## src/rtl/core/spp_pkg.sv

```systemverilog
`default_nettype none

package spp_pkg;

    // buffer geometry
    localparam int HIGH_CAPACITY = 32;
    localparam int CNT_W = $clog2(HIGH_CAPACITY + 1);
    localparam int IDX_W = (HIGH_CAPACITY > 1) ? $clog2(HIGH_CAPACITY) : 1;

    // element and register widths
    localparam int WORD_W  = 32;
    localparam int PADDR_W = 3;
    localparam int PDATA_W = 32;

    // register index, taken from paddr[2]
    localparam logic REG_PIVOT = 1'b0;

    typedef logic signed [WORD_W-1:0] t_word;
    typedef logic [PADDR_W-1:0] t_paddr;
    typedef logic [PDATA_W-1:0] t_pdata;

    typedef enum logic [1:0] {
        S_RUN   = 2'b01,
        S_DRAIN = 2'b10
    } t_state;

endpackage

`default_nettype wire

```

## src/rtl/core/stable_partition_by_pivot_top.sv

```systemverilog
// stable partition of signed 32-bit words around a programmable pivot
// input channel: i_in_valid / o_in_ready with i_value and i_last_in
// output channel: o_out_valid / i_out_ready with o_out_value, o_above_pivot,
//   o_last_out and o_overflow
// pivot is written over the APB port at byte address 0 (pready always high)
// an element at or below the pivot shows up on the output the cycle after it
//   is taken; a greater element goes into a 32-entry buffer ram instead
// while a sequence streams in, one element is taken per cycle as long as the
//   output register is empty or being emptied in the same cycle
// the element marked last starts the drain when the sequence held a greater
//   element: buffered elements come out in arrival order, each in turn (the
//   ram address is set, then its registered read data is moved to the output
//   register); no input during drain
// greater elements beyond 32 are dropped; if any is dropped, o_overflow is set
//   on the result that carries o_last_out
// a stalled receiver simply holds the output register and the drain pauses
// reset (synchronous, active low) clears the pivot, buffer count, drop flag
//   and output valid; buffer contents need no clearing
`default_nettype none

module stable_partition_by_pivot_top (
    input  wire logic             i_clk,
    input  wire logic             i_rst_n,
    // element request in
    input  wire logic             i_in_valid,
    output logic                  o_in_ready,
    input  wire spp_pkg::t_word   i_value,
    input  wire logic             i_last_in,
    // result request out
    output logic                  o_out_valid,
    input  wire logic             i_out_ready,
    output spp_pkg::t_word        o_out_value,
    output logic                  o_above_pivot,
    output logic                  o_last_out,
    output logic                  o_overflow,
    // configuration
    input  wire logic             psel,
    input  wire logic             penable,
    input  wire logic             pwrite,
    input  wire spp_pkg::t_paddr  paddr,
    input  wire spp_pkg::t_pdata  pwdata,
    output spp_pkg::t_pdata       prdata,
    output logic                  pready
);

    import spp_pkg::*;

    // control state
    t_state             r_state, n_state;
    logic [CNT_W-1:0]   r_count, n_count;      // buffered greater elements
    logic               r_dropped, n_dropped;  // a greater element did not fit
    logic [CNT_W-1:0]   r_rd_ptr, n_rd_ptr;    // drain position
    logic               r_rd_ok, n_rd_ok;      // ram data valid for r_rd_ptr
    t_word              r_pivot;

    // output register
    logic               r_out_valid, n_out_valid;
    t_word              r_out_value, n_out_value;
    logic               r_out_above, n_out_above;
    logic               r_out_last, n_out_last;
    logic               r_out_ovf, n_out_ovf;

    logic               w_slot_free;
    logic               w_accept;
    logic               w_above;
    logic               w_room;
    logic               w_wr_en;
    logic               w_load;
    logic               w_fin;
    logic               w_cfg_wr;
    t_word              w_rd_data;

    // ---------------------------------------------------------------
    // configuration port
    // ---------------------------------------------------------------
    assign pready   = 1'b1;
    assign w_cfg_wr = psel && penable && pwrite && pready;

    always_ff @(posedge i_clk) begin
        if (!i_rst_n) begin
            r_pivot <= '0;
        end else if (w_cfg_wr && (paddr[2] == REG_PIVOT)) begin
            r_pivot <= t_word'(pwdata);
        end
    end

    always_comb begin
        unique case (paddr[2])
            REG_PIVOT: prdata = t_pdata'(r_pivot);
            default:   prdata = '0;
        endcase
    end

    // ---------------------------------------------------------------
    // intake: one signed compare, at most one buffer write
    // ---------------------------------------------------------------
    assign w_slot_free = !r_out_valid || i_out_ready;
    assign o_in_ready  = (r_state == S_RUN) && w_slot_free;
    assign w_accept    = i_in_valid && o_in_ready;
    assign w_above     = i_value > r_pivot;
    assign w_room      = r_count < CNT_W'(HIGH_CAPACITY);
    assign w_wr_en     = w_accept && w_above && w_room;
    // last buffered element reached during drain
    assign w_fin       = (r_rd_ptr + CNT_W'(1)) == r_count;

    // greater-element buffer; write slot is the current count, drain reads
    // by pointer, never in the same cycle as a write to that entry
    spp_ram #(
        .WIDTH (WORD_W),
        .DEPTH (HIGH_CAPACITY)
    ) u_high_buf (
        .i_clk   (i_clk),
        .i_we    (w_wr_en),
        .i_waddr (r_count[IDX_W-1:0]),
        .i_wdata (i_value),
        .i_raddr (r_rd_ptr[IDX_W-1:0]),
        .o_rdata (w_rd_data)
    );

    // ---------------------------------------------------------------
    // sequencing
    // ---------------------------------------------------------------
    always_comb begin
        n_state     = r_state;
        n_count     = r_count;
        n_dropped   = r_dropped;
        n_rd_ptr    = r_rd_ptr;
        n_rd_ok     = 1'b0;
        w_load      = 1'b0;
        n_out_value = r_out_value;
        n_out_above = r_out_above;
        n_out_last  = r_out_last;
        n_out_ovf   = r_out_ovf;

        unique case (r_state)
            S_RUN: begin
                if (w_accept) begin
                    if (w_above) begin
                        if (w_room) begin
                            n_count = r_count + CNT_W'(1);
                        end else begin
                            n_dropped = 1'b1;
                        end
                    end else begin
                        // pass straight through; final only if nothing buffered
                        w_load      = 1'b1;
                        n_out_value = i_value;
                        n_out_above = 1'b0;
                        n_out_last  = i_last_in && (r_count == '0);
                        n_out_ovf   = i_last_in && (r_count == '0) && r_dropped;
                    end
                    if (i_last_in) begin
                        if (w_above || (r_count != '0)) begin
                            n_state  = S_DRAIN;
                            n_rd_ptr = '0;
                        end else begin
                            n_count   = '0;
                            n_dropped = 1'b0;
                        end
                    end
                end
            end
            S_DRAIN: begin
                if (r_rd_ok && w_slot_free) begin
                    w_load      = 1'b1;
                    n_out_value = w_rd_data;
                    n_out_above = 1'b1;
                    n_out_last  = w_fin;
                    n_out_ovf   = w_fin && r_dropped;
                    if (w_fin) begin
                        n_state   = S_RUN;
                        n_count   = '0;
                        n_dropped = 1'b0;
                        n_rd_ptr  = '0;
                    end else begin
                        n_rd_ptr = r_rd_ptr + CNT_W'(1);
                    end
                end else begin
                    // address held; read data is good from next cycle on
                    n_rd_ok = 1'b1;
                end
            end
            default: begin
                n_state = S_RUN;
            end
        endcase

        n_out_valid = w_load ? 1'b1 : (i_out_ready ? 1'b0 : r_out_valid);
    end

    always_ff @(posedge i_clk) begin
        if (!i_rst_n) begin
            r_state     <= S_RUN;
            r_count     <= '0;
            r_dropped   <= 1'b0;
            r_rd_ptr    <= '0;
            r_rd_ok     <= 1'b0;
            r_out_valid <= 1'b0;
        end else begin
            r_state     <= n_state;
            r_count     <= n_count;
            r_dropped   <= n_dropped;
            r_rd_ptr    <= n_rd_ptr;
            r_rd_ok     <= n_rd_ok;
            r_out_valid <= n_out_valid;
        end
    end

    // result payload, loaded only with a new result
    always_ff @(posedge i_clk) begin
        if (w_load) begin
            r_out_value <= n_out_value;
            r_out_above <= n_out_above;
            r_out_last  <= n_out_last;
            r_out_ovf   <= n_out_ovf;
        end
    end

    assign o_out_valid   = r_out_valid;
    assign o_out_value   = r_out_value;
    assign o_above_pivot = r_out_above;
    assign o_last_out    = r_out_last;
    assign o_overflow    = r_out_ovf;

`ifndef SYNTH
    // buffer count stays within capacity
    a_count_bound: assert property (@(posedge i_clk) disable iff (!i_rst_n)
        r_count <= CNT_W'(HIGH_CAPACITY))
        else $error("buffer count above capacity");

    // drain pointer only walks over filled entries
    a_drain_ptr: assert property (@(posedge i_clk) disable iff (!i_rst_n)
        (r_state == S_DRAIN) |-> (r_rd_ptr < r_count))
        else $error("drain pointer past buffer fill");

    // no element is taken while the buffer drains
    a_no_intake: assert property (@(posedge i_clk) disable iff (!i_rst_n)
        (r_state == S_DRAIN) |-> !o_in_ready)
        else $error("input taken during drain");

    // end of drain leaves an empty buffer and a final result
    a_drain_end: assert property (@(posedge i_clk) disable iff (!i_rst_n)
        ((r_state == S_DRAIN) && (n_state == S_RUN))
            |=> ((r_count == '0) && !r_dropped && r_out_valid && r_out_last))
        else $error("drain end did not close the sequence");

    // overflow is reported only on the final result
    a_ovf_last: assert property (@(posedge i_clk) disable iff (!i_rst_n)
        (o_out_valid && o_overflow) |-> o_last_out)
        else $error("overflow on a non-final result");
`endif

endmodule

`default_nettype wire

```

## src/rtl/core/spp_ram.sv

```systemverilog
`default_nettype none

module spp_ram #(
    parameter int WIDTH = 32,
    parameter int DEPTH = 32,
    parameter int AW    = (DEPTH > 1) ? $clog2(DEPTH) : 1
) (
    input  wire logic             i_clk,
    input  wire logic             i_we,
    input  wire logic [AW-1:0]    i_waddr,
    input  wire logic [WIDTH-1:0] i_wdata,
    input  wire logic [AW-1:0]    i_raddr,
    output logic      [WIDTH-1:0] o_rdata
);

    logic [WIDTH-1:0] r_mem [DEPTH];
    logic [WIDTH-1:0] r_rd_data;

    always_ff @(posedge i_clk) begin
        if (i_we) begin
            r_mem[i_waddr] <= i_wdata;
        end
        r_rd_data <= r_mem[i_raddr];
    end

    assign o_rdata = r_rd_data;

endmodule

`default_nettype wire

```

## config.mk

```make
export PLATFORM = sky130hd
export DESIGN_NAME = stable_partition_by_pivot_top
export DESIGN_NICKNAME = d
export VERILOG_FILES = /design/src/rtl/core/spp_pkg.sv /design/src/rtl/core/stable_partition_by_pivot_top.sv /design/src/rtl/core/spp_ram.sv
export SDC_FILE = /design/constraint.sdc
export NUM_CORES = 1
export LEC_CHECK = 0
export BUFFER_PORTS_ARGS = -buffer_cell sky130_fd_sc_hd__buf_2
export CAP_MARGIN = 20
export CORE_MARGIN = 5
export CORE_UTILIZATION = 55
export CTS_BUF_LIST = sky130_fd_sc_hd__clkbuf_16
export DETAILED_ROUTE_END_ITERATION = 10
export HOLD_SLACK_MARGIN = 0.08
export PLACE_DENSITY_LB_ADDON = 0.05
export REMOVE_ABC_BUFFERS = 1
export SYNTH_ARGS = -nofsm -noshare
export SYNTH_HDL_FRONTEND = slang
export SYNTH_SLANG_ARGS = --single-unit
```

## constraint.sdc

```tcl
create_clock -name i_clk -period 6.7 [get_ports i_clk]
set_input_delay 0.67 -clock i_clk [delete_from_list [all_inputs] [get_ports i_clk]]
set_output_delay 0.67 -clock i_clk [all_outputs]
set_load 0.005 [all_outputs]
```

Yosys cells after proc, flatten, opt, wreduce, memory -nomap -nowiden
Memory sizes are Yosys's and may differ from the RTL's. A register that Yosys moved wholly into a read port is not among the register bits.
Index checks and enable logic that the tools add are counted.
{"block": "totals", "in_bits": 75, "mem_bits_ro": 0, "register_bits": 84, "n_memories": 1, "out_inout_bits": 70, "ram_bits": 1024, "latch_bits": 0, "wordCells": 103}
{"block": "op_classes", "muxes": 54, "bitwise": 1, "magnitude_cmp": 2, "div": 0, "eq_ne": 9, "n_mul": 0, "n_reduce_logical": 23, "shift": 0, "add_sub_neg": 2}
{"name": "u_high_buf.r_mem", "words": 32, "word_bits": 32, "rd": 1, "rd_clocked_by_memory_dff": 1, "write_ports": 1, "line": "spp_ram.sv:16", "source": "logic [WIDTH-1:0] r_mem [DEPTH];"}
{"op": "32-bit 2-to-1 mux", "count": 4}
{"op": "6-bit 2-to-1 mux", "count": 12}
{"op": "32-bit case mux with 2 select lines", "count": 1}
{"op": "32-bit > comparator", "count": 1}
{"op": "1-bit 2-to-1 mux", "count": 24}
{"op": "6-bit case mux with 2 select lines", "count": 2}
{"op": "5-bit AND reduction", "count": 3}
{"op": "6-bit by 1-bit adder with 6-bit output (second input constant)", "count": 2}
{"op": "1-bit logical AND", "count": 11}
{"op": "2-bit 2-to-1 mux", "count": 5}
{"op": "2-bit != test (second input constant)", "count": 5}
{"op": "1-bit case mux with 2 select lines", "count": 5}
{"op": "6-bit == test", "count": 1}
{"op": "6-bit logical NOT", "count": 1}
{"op": "6-bit < comparator (second input constant)", "count": 1}
{"op": "6-bit nonzero test", "count": 1}
{"op": "2-bit case mux with 2 select lines", "count": 1}
{"op": "4-bit AND reduction", "count": 1}
{"op": "2-bit nonzero test", "count": 2}
{"op": "2-bit by 1-bit == test with 1-bit output (second input constant)", "count": 1}
{"op": "2-bit == test (second input constant)", "count": 1}
{"op": "1-bit logical OR", "count": 2}
{"op": "2-bit by 1-bit != test with 1-bit output (second input constant)", "count": 1}
{"op": "2-bit AND reduction", "count": 1}
{"op": "2 further kinds", "count": 2}

Logic depth before layout (Yosys ltp)
Gate-level depths: netlist of run 1.
{"block": "logic_depth", "word_depth": 8, "mapped_depth": 10, "ltp_nobuf": 9}

Hierarchy
Synthesis of run 1 repeated with hierarchy kept, for this count alone.
{"block": "unflattened", "hier_cells": 2769, "area_unflattened_um2": 45247.1}
{"mod": "spp_ram", "seq_area_each_um2": 31390.1, "area_each_um2": 40492.6, "cells_per_inst": 2260, "n_inst": 1}
{"mod": "stable_partition_by_pivot_top", "seq_area_each_um2": 2031.9, "area_each_um2": 4754.6, "cells_per_inst": 509, "n_inst": 1}

Worst setup path before layout of run 1
No wires, ideal clock.
{"block": "synth_timing", "path_type": "input to register", "startpoint": "in i_value[21]", "endpoint": "reg r_out_above (netlist: o_above_pivot) (enable)", "required_time_ns": 6.261, "n_path_buf": 1, "setup_slack_ns": 1.972, "stages": 9, "setup_time_ns": 0.439, "arrival_time_ns": 4.290, "path_cell_list": "ha_1 > a211o_1 > a2111oi_4 > a211oi_2 > mux2_2 > a21o_4 > buf_6 > a21o_1 > a21oi_1"}
{"block": "synth_between", "elab_chain_cells": 5, "elab_cells_between_ends": 6, "classes_between": "order compare: 1; eq/ne: 1; mux: 3; reduce/logical: 1"}
{"item": "start, declared", "line": "stable_partition_by_pivot_top.sv:27", "source": "input wire spp_pkg::t_word i_value,"}
{"item": "32-bit > comparator (*)", "line": "stable_partition_by_pivot_top.sv:100", "source": "assign w_above = i_value > r_pivot;"}
{"item": "1-bit 2-to-1 mux", "line": "stable_partition_by_pivot_top.sv:138", "source": "if (w_above) begin"}
{"item": "1-bit 2-to-1 mux", "line": "stable_partition_by_pivot_top.sv:137", "source": "if (w_accept) begin"}
{"item": "1-bit case mux with 2 select lines", "line": "stable_partition_by_pivot_top.sv:135", "source": "unique case (r_state)"}
{"item": "5-bit AND reduction (no source line) (*)"}
{"item": "end signal, assigned", "line": "stable_partition_by_pivot_top.sv:213", "source": "r_out_above <= n_out_above;"}
{"item": "end, declared", "line": "stable_partition_by_pivot_top.sv:59", "source": "logic r_out_above, n_out_above;"}
Every way passes the cells marked *; elsewhere a longest branch is shown, timed or not.
A chain may end at the register's enable or synchronous reset.

Worst setup path after layout of run 1
{"block": "layout_timing", "startpoint": "in i_value[21]", "endpoint": "mem u_high_buf.r_mem[5][1] (enable)"}
{"block": "layout_between", "elab_chain_cells": 5}
{"item": "32-bit > comparator", "line": "stable_partition_by_pivot_top.sv:100"}
{"item": "1-bit logical AND (2 in series)", "line": "stable_partition_by_pivot_top.sv:102", "source": "assign w_wr_en = w_accept && w_above && w_room;"}
{"item": "1-bit 2-to-1 mux", "line": "spp_ram.sv:20", "source": "if (i_we) begin"}
{"item": "1-bit 2-to-1 mux (not written as such)", "line": "spp_ram.sv:21", "source": "r_mem[i_waddr] <= i_wdata;"}
{"item": "end, declared", "line": "spp_ram.sv:16"}
Every way passes these cells.

==> flow_metrics.env, run 1 <==
export IMPL_io_pin_count=145
export IMPL_postCtsResizedCells=0
export IMPL_power_leakage_nw=15.9
export IMPL_power_per_cell_area_nw_per_um2=296
export IMPL_rsz0062_at_grt="no"
export IMPL_postSynthAreaPerCell_um2=21.6
export IMPL_ir_worst_vdd_mv=0.263
export IMPL_die_height_um=294
export IMPL_clk_pin_slew_ns=0.06
export IMPL_ys_flop_type="sky130_fd_sc_hd__edfxtp_1"
export IMPL_yosysWarnings=0
export IMPL_grt_max_degree=99
export IMPL_groute_usage_overall_pct=24.9
export IMPL_cts_tree="yes"
export IMPL_clock_sinks=1140
export IMPL_post_route_period_util_pct=67.6
export IMPL_worst_slew_pin_transition_ns=1.17
export IMPL_syn_cell_area_um2=44400
export IMPL_critical_path_required_ns=7.06
export IMPL_setup_total_negative_slack_ns=0
export IMPL_max_frequency_ghz=0.221
export IMPL_final_design_area_no_fill_um2=50800
export IMPL_synth_top_cell_area_share_pct=71.7
export IMPL_grt_first_pass_wirelength_mm=156
export IMPL_number_of_antenna_violations_at_the_first_check_in_global_routing=5
export IMPL_number_of_different_library_cells_in_the_post_synthesis_netlist=71
export IMPL_synth_most_common_cell="sky130_fd_sc_hd__edfxtp_1"
export IMPL_drt_vias_per_instance=6.29
export IMPL_drtPass1Iterations=5
export IMPL_drc_errors=0
export IMPL_layout_drive_gt1_share_pct=34.4
export IMPL_dp_final_hpwl_mm=59.0
export IMPL_synth_seq_area_share_pct=75.4
export IMPL_synth_seq_cells=1140
export IMPL_std_cell_rows=104
export IMPL_first_global_vias=22458
export IMPL_ys_top_cells_by_count="1059 x sky130_fd_sc_hd__edfxtp_1, 320 x sky130_fd_sc_hd__mux4_2, 91 x sky130_fd_sc_hd__nand2_1"
export IMPL_dieArea_um2=86400
export IMPL_critical_path_peak_fanout=34
export IMPL_initial_core_util_pct=55.2
export IMPL_drt_wirelength_per_cell_um=31.2
export IMPL_placedInstanceArea_um2=46800
export IMPL_hold_buffers=0
export IMPL_clock_tree_root_cell="sky130_fd_sc_hd__clkbuf_16"
export IMPL_cts_post_setup_buffers_inserted=0
export IMPL_timing_final_hold_violations=0
export IMPL_drtAntennaViolNets=0
export IMPL_synth_async_reset_ratio_pct=0
export IMPL_globalRoute_totalOverflow=0
export IMPL_maxSlewHeadroom_pct=22.3
export IMPL_run_status="complete, no violations"
export IMPL_detail_route_iter0_violations=1999
export IMPL_gp_congestion=0.798
export IMPL_critPathCaptureType="register"
export IMPL_route_final_wire_length_mm=107
export IMPL_synth_top_area_cell="sky130_fd_sc_hd__edfxtp_1"
export IMPL_multi_input_gate_area_um2=10600
export IMPL_area_sequential_um2=33400
export IMPL_min_path_type="input pin to register"
export IMPL_final_core_utilization_pct=63.3
export IMPL_latest_clock_arrival_within_the_worst_skew_pair_ns=0.69
export IMPL_insertedDiodeCount=0
export IMPL_max_clock_path_buffers=3
export IMPL_synthTopCellsByArea="sky130_fd_sc_hd__edfxtp_1 72%, sky130_fd_sc_hd__mux4_2 16%, sky130_fd_sc_hd__dfxtp_1 3.7%"
export IMPL_area_growth_synth_to_final_pct=14.5
export IMPL_cts_bufs_inserted=116
export IMPL_htreeDepth=3
export IMPL_period_minus_slack_ns=4.53
export IMPL_post_synthesis_instance_total=2053
export IMPL_number_of_flops_mapped_to_enable_cells_by_yosys=1059
export IMPL_fin_skew_ns=0.0307
export IMPL_final_nets=2381
export IMPL_timing_critical_path_from_type="input pin"
export IMPL_drv_slew=0
export IMPL_cp_arrival_ns=4.89
export IMPL_die_x_um=294
export IMPL_maxCapViolCount=0
export IMPL_timing_worst_setup_path_type="input pin to register"
export IMPL_numPortBuffers=141
export IMPL_dr_total_vias=21573
export IMPL_core_area_um2=80300
export IMPL_final_setup_viol_count=0
export IMPL_fillCellCount=5424
==> cells by family after synthesis <==
group                      count (synthesis)  synth area share [%]
xor gates and xnor gates                   9                 0.178
adders and majority gates                 39                  1.10
other                                      1               0.00845
muxes                                    388                  18.0
and+or+nand+nor                          223                  2.38
DFF                                     1140                  75.4
AOI/OAI and AO/OA                        104                  1.64
buffers and inverters                    149                  1.38
==> worst paths after layout <==
check | start | end | slack [ns] | depth (start not counted)
setup / recovery | i_value[21] | u_high_buf.r_mem[5][1] | 2.17 | 10
hold / removal | pwdata[21] | r_pivot[21] | 0.22 | 3
setup reg to reg | r_pivot[14] | u_high_buf.r_mem[5][1] | 2.38 | 10
hold reg to reg | r_pivot[30] | r_pivot[30] | 0.46 | 2
==> power by group <==
| group | internal (W) | switching [W] | leakage (nW) |
|---|---|---|---|
| clock network | 0.00391 | 0.00269 | 2.04 |
| logic | 0.000176 | 0.000338 | 3.64 |
| registers | 0.00787 | 0.0000271 | 10.2 |
| total | 0.0120 | 0.00306 | 15.9 |
==> cell usage in the layout, fill, tap and decap left out, drive strengths merged, types with 4 or more instances in the layout <==
master / instances
mux2: 64
a21oi: 49
nand2: 91
edfxtp: 1059
a21o: 7
bufinv: 19
clkbuf: 117
ha: 39
mux2i: 4
and2: 4
and3: 6
dfxtp: 81
o211ai: 4
nand4: 10
nand3: 13
buf: 201
inv: 80
nor3: 4
clkinvlp: 6
clkinv: 44
xnor2: 6
nor2: 68
o21ai: 10
and4: 6
mux4: 320
o21a: 4
==> metrics by stage <==
stage	setup WS, ns	power [W]	hold WS [ns]	instances
2_1_floorplan	-6.43	0.00830	0.428	1948
3_3_place_gp	1.57	0.00855	0.442	3209
3_5_place_dp	1.45	0.00857	0.447	3209
6_report	2.17	0.0150	0.220	3431
5_1_grt	2.02	0.0155	0.217	3431
4_1_cts	2.17	0.0151	0.192	3431
==> routing by layer <==
metal | global-route usage [%] | vias to the layer above | wire (µm)
met5 | 0 | - | 7
met4 | 4.71 | 2 | 1600
met3 | 4.28 | 127 | 7770
met2 | 40.2 | 824 | 52700
met1 | 37.1 | 11645 | 44900
li1 | - | 8975 | -
==> worst max-delay path, stage by stage <==
cell and delay, ns:
sky130_fd_sc_hd__buf_2 0.53, sky130_fd_sc_hd__ha_1 0.36, sky130_fd_sc_hd__a211o_1 0.34, sky130_fd_sc_hd__a2111oi_4 0.31
sky130_fd_sc_hd__a211oi_2 0.11, sky130_fd_sc_hd__nor3b_4 0.31, sky130_fd_sc_hd__a21o_4 0.29, sky130_fd_sc_hd__nand4_1 0.78
sky130_fd_sc_hd__nor2_4 0.80, sky130_fd_sc_hd__buf_12 0.30
==> sequential cells by signal (all words and copies together) (netlist names) <==
| signal | flops |
|---|---|
| u_high_buf.r_mem | 1024 |
| o_out_value | 32 |
| r_pivot | 32 |
| u_high_buf.o_rdata | 32 |
| r_count | 6 |
| r_rd_ptr | 6 |
| r_state | 2 |
| o_above_pivot | 1 |
| o_last_out | 1 |
| o_out_valid | 1 |
| o_overflow | 1 |
| r_dropped | 1 |
| r_rd_ok | 1 |
==> cell type report <==
type | instances | area share [%]
Multi-Input combinational cell | 764 | 20.8
Clock inverter | 105 | 2.03
Clock buffer | 117 | 5.76
Sequential cell | 1140 | 65.8
Inverter | 44 | 0.325
Timing Repair Buffer | 201 | 2.62
Tap cell | 1060 | 2.61
(Power assumes the default switching activity.)
==> run 2, diff against run 1 <==
==> constraint.sdc (replaced) <==
create_clock -name i_clk -period 3.75 [get_ports i_clk]
set_input_delay 0.375 -clock i_clk [delete_from_list [all_inputs] [get_ports i_clk]]
set_output_delay 0.375 -clock i_clk [all_outputs]
set_load 0.005 [all_outputs]
==> run 2 against run 1 <==
Register-to-register slack got worse by 1.9 ns. Wire length rose by 1.3%. Count of clock-buffer cells in the layout fell by 1. Clock skew barely moved. Critical path type unchanged. Largest cell class unchanged. Highest routed layer unchanged.
==> flow_metrics.env, run 2 (synthesis results as in run 1) <==
export IMPL_post_route_period_util_pct=90.6
export IMPL_drt_wirelength_per_cell_um=30.7
export IMPL_worst_slew_pin_transition_ns=0.989
export IMPL_die_height_um=294
export IMPL_latest_clock_arrival_within_the_worst_skew_pair_ns=0.67
export IMPL_worst_hold_slack_ns=0.156
export IMPL_io_pin_count=145
export IMPL_power_per_cell_area_nw_per_um2=497
export IMPL_largest_register_ffs=1024
export IMPL_cellInternalPower_w=0.0204
export IMPL_grt_first_pass_wirelength_mm=157
export IMPL_number_of_antenna_violations_at_the_first_check_in_global_routing=9
export IMPL_timing_reg2reg_worst_path_depth=12
export IMPL_r2r_path_end="u_high_buf.r_mem[3][30]"
export IMPL_drtAntennaViolNets=0
export IMPL_ir_worst_vdd_mv=0.395
export IMPL_layout_drive_gt1_share_pct=34.7
export IMPL_area_growth_synth_to_final_pct=17.0
export IMPL_drt_vias_per_instance=6.19
export IMPL_dr_total_vias=21849
export IMPL_drtPass1Iterations=5
export IMPL_timing_critical_path_from_type="input pin"
export IMPL_fillCellCount=5368
export IMPL_drc_errors=0
export IMPL_detail_route_iter0_violations=2254
export IMPL_power_switching_share_pct=20.7
export IMPL_max_frequency_ghz=0.294
export IMPL_clock_sinks=1140
export IMPL_hold_end="o_out_valid"
export IMPL_globalRoute_totalOverflow=0
export IMPL_timing_worst_setup_path_type="input pin to register"
export IMPL_first_global_vias=22787
export IMPL_max_clock_path_buffers=3
export IMPL_hold_path_startpoint="i_out_ready"
export IMPL_setup_total_negative_slack_ns=0
export IMPL_std_cell_rows=104
export IMPL_critical_path_required_ns=4.11
export IMPL_core_area_um2=80300
export IMPL_most_common_cell_after_layout_fill_and_taps_aside="sky130_fd_sc_hd__edfxtp_1"
export IMPL_hold_critical_path_depth=3
export IMPL_power_leakage_nw=16.3
export IMPL_largest_register="u_high_buf.r_mem"
export IMPL_power_frac_clock_pct=41.2
export IMPL_power_w=0.0258
export IMPL_timing_reg2reg_setup_slack_ns=0.47
export IMPL_final_setup_viol_count=0
export IMPL_min_path_type="input pin to register"
export IMPL_maxCapViolCount=0
export IMPL_fin_skew_ns=0.0302
export IMPL_maxSlewHeadroom_pct=34.1
export IMPL_cp_arrival_ns=3.75
export IMPL_seqPwrFrac_pct=54.7
export IMPL_area_sequential_um2=33400
export IMPL_rsz0062_at_grt="no"
export IMPL_route_final_wire_length_mm=108
export IMPL_period_minus_slack_ns=3.40
export IMPL_clk_pin_slew_ns=0.06
export IMPL_die_x_um=294
export IMPL_groute_usage_overall_pct=25.3
export IMPL_dp_final_hpwl_mm=64.1
export IMPL_power_net_switching_w=0.00534
export IMPL_timing_final_hold_violations=0
export IMPL_drv_slew=0
export IMPL_multi_input_gate_area_um2=10600
export IMPL_gp_congestion=0.821
export IMPL_initial_core_util_pct=55.2
export IMPL_critPathCaptureType="register"
export IMPL_relative_contribution_of_combinational_cells_to_total_power_pct=4.1
export IMPL_grt_max_degree=148
export IMPL_numPortBuffers=141
export IMPL_rr_startpoint="r_pivot[7]"
export IMPL_clock_tree_root_cell="sky130_fd_sc_hd__clkbuf_16"
export IMPL_final_nets=2482
export IMPL_final_cell_mix="1059 x sky130_fd_sc_hd__edfxtp_1, 320 x sky130_fd_sc_hd__mux4_2, 141 x sky130_fd_sc_hd__buf_2, 116 x sky130_fd_sc_hd__clkbuf_16, 91 x sky130_fd_sc_hd__nand2_1"
export IMPL_cts_bufs_inserted=114
export IMPL_dieArea_um2=86400
export IMPL_htreeDepth=3
export IMPL_cts_tree="yes"
export IMPL_critical_path_peak_fanout=15
export IMPL_run_status="complete, no violations"
==> run 2: cell types whose count changed in the layout (fill, tap and decap cells not counted), moves of 3 or more <==
| cell | before | now |
|---|---|---|
| sky130_fd_sc_hd__clkinv_1 | 22 | 32 |
| sky130_fd_sc_hd__clkinvlp_4 | 6 | 2 |
| sky130_fd_sc_hd__diode_2 | 0 | 5 |
| sky130_fd_sc_hd__buf_4 | 46 | 56 |
| sky130_fd_sc_hd__dlygate4sd3_1 | 0 | 38 |
| sky130_fd_sc_hd__inv_16 | 3 | 0 |
| sky130_fd_sc_hd__bufinv_16 | 19 | 6 |
| sky130_fd_sc_hd__buf_12 | 14 | 69 |
| sky130_fd_sc_hd__inv_1 | 73 | 77 |
| sky130_fd_sc_hd__clkinv_2 | 20 | 15 |
==> run 2: worst max-delay path by stage <==
stage                startpoint                       to  slack (ns)  cells past startpoint
finish               i_value[7]  u_high_buf.r_mem[3][30]        0.35                     13
global route         i_value[7]  u_high_buf.r_mem[7][28]        0.31                     13
CTS                  i_value[7]  u_high_buf.r_mem[7][28]        0.47                     13
detailed placement  i_value[22]   u_high_buf.r_mem[7][5]        0.26                     11
global placement    i_value[22]   u_high_buf.r_mem[7][5]        0.32                     11
floorplan           r_rd_ptr[0]               r_state[0]       -9.38                      7
==> run 2: final cells by class <==
type	instances	share of cell area (%)
Inverter	44	0.318
Antenna cell	5	0.0241
Sequential cell	1140	64.4
Tap cell	1060	2.56
Multi-Input combinational cell	764	20.4
Timing Repair Buffer	304	5.56
Clock buffer	116	5.59
Clock inverter	94	1.15
==> run 2: power by group through the flow <==
stage          sequential (W)  combinational, W  clock, W
2_1_floorplan          0.0144          0.000451         0
3_3_place_gp           0.0144          0.000998         0
3_5_place_dp           0.0144           0.00103         0
4_1_cts                0.0141           0.00107    0.0108
5_1_grt                0.0141           0.00114    0.0114
6_report               0.0141           0.00106    0.0106
==> run 2: metal layers <==
layer	track usage [%]	vias to the layer above	share of wire (%)
li1	-	9179	-
met1	36.7	11572	40
met2	39.1	963	48
met3	6.85	129	9.9
met4	6.47	6	2.2
met5	0	-	0.031
==> run 2: critical path: stages <==
cell                            delay [ns]
sky130_fd_sc_hd__dlygate4sd3_1        0.60
sky130_fd_sc_hd__buf_2                0.20
sky130_fd_sc_hd__ha_1                 0.33
sky130_fd_sc_hd__nand2_1              0.06
sky130_fd_sc_hd__o21ai_0              0.45
sky130_fd_sc_hd__buf_4                0.20
sky130_fd_sc_hd__a221o_1              0.13
sky130_fd_sc_hd__a211o_1              0.25
sky130_fd_sc_hd__a21o_4               0.21
sky130_fd_sc_hd__nand3_2              0.10
sky130_fd_sc_hd__buf_12               0.19
sky130_fd_sc_hd__nor2_4               0.41
sky130_fd_sc_hd__buf_12               0.24
==> run 2: stage by stage <==
step	std cells	instance area, µm²	util, %	worst slack, ns
after global placement	3274	48000	59.8	0.318
final	3527	51900	64.6	0.353
after floorplan	1948	43900	-	-9.38
after detailed placement	3274	48000	59.8	0.262
after global routing	3522	51900	64.6	0.310
after CTS	3522	51900	64.6	0.471
==> run 2: repair_timing <==
action | CTS | global route
hold endpoints to repair | 48 | 0
hold buffers | 38 | 0
gates resized for setup | 0 | 0
setup buffers | 0 | 0
